File: src/sv/sle_pkg.sv
package sle_pkg;

   localparam int DEPTH_DEFAULT      = 128;
   localparam int DATA_WIDTH_DEFAULT = 32;
   localparam int OP_WIDTH           = 3;
   localparam int POS_WIDTH          = 8;
   localparam int VALUE_WIDTH        = 32;

   localparam logic [OP_WIDTH-1:0] OP_GET     = 3'd0;
   localparam logic [OP_WIDTH-1:0] OP_LOCATE  = 3'd1;
   localparam logic [OP_WIDTH-1:0] OP_INSERT  = 3'd2;
   localparam logic [OP_WIDTH-1:0] OP_DELETE  = 3'd3;
   localparam logic [OP_WIDTH-1:0] OP_REVERSE = 3'd4;

   typedef struct packed {
      logic [OP_WIDTH-1:0]           operation;
      logic [POS_WIDTH-1:0]          position;
      logic signed [VALUE_WIDTH-1:0] value;
   } req_type;

   typedef struct packed {
      logic                          ok;
      logic signed [VALUE_WIDTH-1:0] data_out;
      logic [POS_WIDTH-1:0]          found_position;
      logic [POS_WIDTH-1:0]          list_length;
      logic                          list_empty;
   } rsp_type;

   // shift: every cell loads its neighbor; dir 0 moves words toward the high
   // end, dir 1 toward the low end
   typedef struct packed {
      logic shift;
      logic dir;
   } chain_ctl_type;

endpackage

File: src/sv/sle_cell.sv
module sle_cell #(
   parameter int DATA_WIDTH = sle_pkg::DATA_WIDTH_DEFAULT
) (
   input  logic                      clock,
   input  sle_pkg::chain_ctl_type    ctl,
   input  logic [DATA_WIDTH-1:0]     from_lo,
   input  logic [DATA_WIDTH-1:0]     from_hi,
   output logic [DATA_WIDTH-1:0]     word_out
);

   logic [DATA_WIDTH-1:0] word_ff;
   logic [DATA_WIDTH-1:0] word_in;

   assign word_in  = ctl.dir ? from_hi : from_lo;
   assign word_out = word_ff;

   always_ff @(posedge clock) begin
      if (ctl.shift) begin
         word_ff <= word_in;
      end
   end

endmodule

File: src/sv/sle_chain.sv
module sle_chain #(
   parameter int DEPTH      = sle_pkg::DEPTH_DEFAULT,
   parameter int DATA_WIDTH = sle_pkg::DATA_WIDTH_DEFAULT
) (
   input  logic                      clock,
   input  sle_pkg::chain_ctl_type    ctl,
   input  logic [DATA_WIDTH-1:0]     feed,
   output logic [DATA_WIDTH-1:0]     out_word,
   output logic [DATA_WIDTH-1:0]     next_word
);

   logic [DATA_WIDTH-1:0] cell_q [DEPTH];

   for (genvar i = 0; i < DEPTH; i++) begin : g_cell
      logic [DATA_WIDTH-1:0] lo_src;
      logic [DATA_WIDTH-1:0] hi_src;

      if (i == 0) begin : g_lo_end
         assign lo_src = feed;
      end else begin : g_lo_mid
         assign lo_src = cell_q[i-1];
      end

      if (i == DEPTH-1) begin : g_hi_end
         assign hi_src = feed;
      end else begin : g_hi_mid
         assign hi_src = cell_q[i+1];
      end

      sle_cell #(
         .DATA_WIDTH(DATA_WIDTH)
      ) u_cell (
         .clock   (clock),
         .ctl     (ctl),
         .from_lo (lo_src),
         .from_hi (hi_src),
         .word_out(cell_q[i])
      );
   end

   // the word leaving the chain, and the one right behind it
   assign out_word  = ctl.dir ? cell_q[0] : cell_q[DEPTH-1];
   assign next_word = ctl.dir ? cell_q[1] : cell_q[DEPTH-2];

endmodule

File: config.mk
export PLATFORM = sky130hd
export DESIGN_NAME = sle_chain
export DESIGN_NICKNAME = d
export VERILOG_FILES = /design/src/sv/sle_pkg.sv /design/src/sv/sle_cell.sv /design/src/sv/sle_chain.sv
export SDC_FILE = /design/constraint.sdc
export NUM_CORES = 2
export LEC_CHECK = 0
export BUFFER_PORTS_ARGS = -buffer_cell sky130_fd_sc_hd__buf_2
export CAP_MARGIN = 10
export CORE_MARGIN = 8
export CORE_UTILIZATION = 55
export CTS_CLUSTER_DIAMETER = 80
export CTS_CLUSTER_SIZE = 12
export DETAILED_ROUTE_END_ITERATION = 12
export GPL_TIMING_DRIVEN = 1
export MAX_ROUTING_LAYER = met4
export PLACE_DENSITY = 0.81
export SYNTH_ARGS = -nofsm -noshare
export SYNTH_HDL_FRONTEND = slang
export SYNTH_SLANG_ARGS = --single-unit
File: constraint.sdc
create_clock -name clock -period 1.6 [get_ports clock]
set_clock_uncertainty 0.15 [all_clocks]
set_input_delay 0.08 -clock clock [delete_from_list [all_inputs] [get_ports clock]]
set_output_delay 0.08 -clock clock [all_outputs]
set_load 0.01 [all_outputs]
==> flow_summary.yaml <==
global_routing:
  grt.met3_usage: 0.0244
  grt_use_met2: 0.259
  grt_usage: 0.159
  top_usage_layer: "met2"
  grt_remaining_overflow: 0
  antenna_found_initial: 3
  grt_max_degree: 92
  grt_pass1_wl_um: 436000
  use_met1: 0.213
  grt_pass1_vias: 81789
power:
  p_seq_frac: 0.578
  p_leak_uw: 0.0660
  p_per_area_nw_per_um2: 1200
  pwr-share-comb: 0.082
  switching_share: 0.207
  power.switching_uw: 48000
  p_int_uw: 184000
  ir_worst_vdd_v: 0.00102
  p_clk_frac: 0.340
cts:
  cts_tree: "yes"
  htree_levels: 5
  clock_sinks: 4096
  clockBufferDepth: 4
  cts_buffers: 380
  clkLatencyLatePin_ns: 0.90
  cts_root_buf: "clkbuf_16"
  clkTransAtPathRegs_ns: 0.06
layout:
  largest_reg_flops: 4096
  final_common_cell: "mux2_2"
  nets: 9387
  syn_to_final_growth_pct: 11.4
  mostFrequentLayoutCells: "mux2_2 (4104), edfxtp_1 (4096), clkbuf_16 (388)"
  layoutNonFillerInstCount: 13543
  drive_gt1_frac: 0.556
synthesis:
  yosys.area.top_type: "edfxtp_1"
  post_synth_num_cell_types: 5
  synth_nets: 8753
  synthTopCellsByArea: "edfxtp_1 (71%), mux2_2 (27%), buf_6 (1.7%), buf_2 (0.56%), buf_4 (0.0043%)"
  netlist_instances: 8718
  synth_seq_cells: 4096
  syn_avg_cell_area_sq_um: 19.9
  yosysSeqAreaShare: 0.708
  yosysTopAreaCellShare: 0.708
  netlist_area_sq_um: 174000
  synth_warnings: 0
setup_path:
  worstSetupPathType: "reg2out"
  path_max_fanout: 3
  cp.arrival_ns: 1.83
  worstPathRequired_ns: 1.37
  worstSetupStartpointType: "flop"
  setup.worst_path.end_class: "output pin"
sta:
  rsz0062_at_grt: "yes"
  fmaxAchievable_ghz: 0.485
  holdWs_ns: 0.0437
  worst_slew_pin_slew_ns: 0.633
  fin_crit_sh: 1.29
  setup_viol: 64
  period_needed_ns: 2.06
  hold_violations: 0
  slew_viol_final: 0
  setup_slack_ns: -0.463
  maxSlewHeadroom: 0.578
floorplan:
  rows: 206
  fp.dieH_um: 578
  start_util: 0.552
  dieWidth_um: 578
  coreArea_sq_um: 315000
  io_pins: 99
  dieArea_sq_um: 334000
drt:
  via_per_inst: 5.69
  routed_wl_um: 266000
  wl_per_cell_um: 19.6
  drt_iter0_markers: 5452
  drc: 0
  dr.pass1.iters: 5
  postRouteAntennaNets: 0
  num_vias: 76993
run_status:
  outcome: "complete, but fails checks"
  violations: "setup timing"
placement:
  io_buffers: 98
  place_ws_ns: -0.224
  placedCellCount: 12941
  place.gp.congestion: 0.767
  hpwl_um: 164000
min_path:
  hp-class: "in2reg"
flow_run:
  max_cap_viol_count: 0
[worst paths after layout]
kind                                         from                              end  slack, ns  cells past startpoint
setup / recovery  g_cell[126].u_cell.word_out[16]                    next_word[16]      -0.46                      2
hold / removal                             ctl[0]   g_cell[63].u_cell.word_out[21]       0.04                      6
setup reg to reg  g_cell[126].u_cell.word_out[26]  g_cell[125].u_cell.word_out[26]       0.16                      3
hold reg to reg    g_cell[25].u_cell.word_out[19]   g_cell[26].u_cell.word_out[19]       0.40                      1
[through the flow]
| step | instance area (sq um) | utilization | total power [uW] | setup TNS, ns |
|---|---|---|---|---|
| after global routing | 194000 | 0.615 | 240000 | -29.87 |
| after floorplan | 174000 | - | 147000 | 0 |
| final | 194000 | 0.615 | 232000 | -25.36 |
| after detailed placement | 181000 | 0.576 | 154000 | -326.89 |
| after CTS | 193000 | 0.615 | 234000 | -29.20 |
| after global placement | 181000 | 0.576 | 152000 | -268.75 |
[Yosys cell counts]
master    count
buf_6       266
buf_4         1
buf_2       195
mux2_2     4160
edfxtp_1   4096
[power by group through the flow]
| stage | combinational [uW] | sequential (uW) | clock (uW) |
|---|---|---|---|
| 2_1_floorplan | 13100 | 134000 | 0 |
| 6_report | 19000 | 134000 | 78800 |
| 3_3_place_gp | 16800 | 136000 | 0 |
| 5_1_grt | 20400 | 135000 | 85000 |
| 4_1_cts | 19000 | 134000 | 81100 |
| 3_5_place_dp | 18000 | 136000 | 0 |
[timing repair]
| item | in CTS | in global routing |
|---|---|---|
| hold buffers | 73 | 0 |
| hold endpoints to repair | 6081 | 0 |
| setup buffers | 86 | 30 |
| resized for setup | 149 | 5 |
| endpoints found under the setup margin | 64 | 65 |
[layer usage]
layer / wire, um / vias to the layer above
li1: - / 35847
met1: 118000 / 39435
met2: 132000 / 1310
met3: 10600 / 401
met4: 5530 / 0
met5: 0 / -
[critical path, stage by stage (launching register included)]
cell,delay (ns)
edfxtp_1,0.44
mux2_4,0.32
buf_6,0.14
[cell type report]
type / count / area (sq um)
Timing Repair Buffer: 714 / 8330
Clock inverter: 22 / 342
Antenna cell: 2 / 5.00
Fill cell: 20458 / 121000
Sequential cell: 4096 / 123000
Clock buffer: 389 / 9710
Multi-Input combinational cell: 4160 / 47100
Tap cell: 4160 / 5200
[logic make-up (layout without fill, tap and decap cells)]
group / Yosys count / after routing / synth area share
DFF: 4096 / 4096 / 0.708
muxes: 4160 / 4160 / 0.269
buffers and inverters: 462 / 1125 / 0.0229
other: 0 / 2 / 0
(Power assumes the default switching activity.)
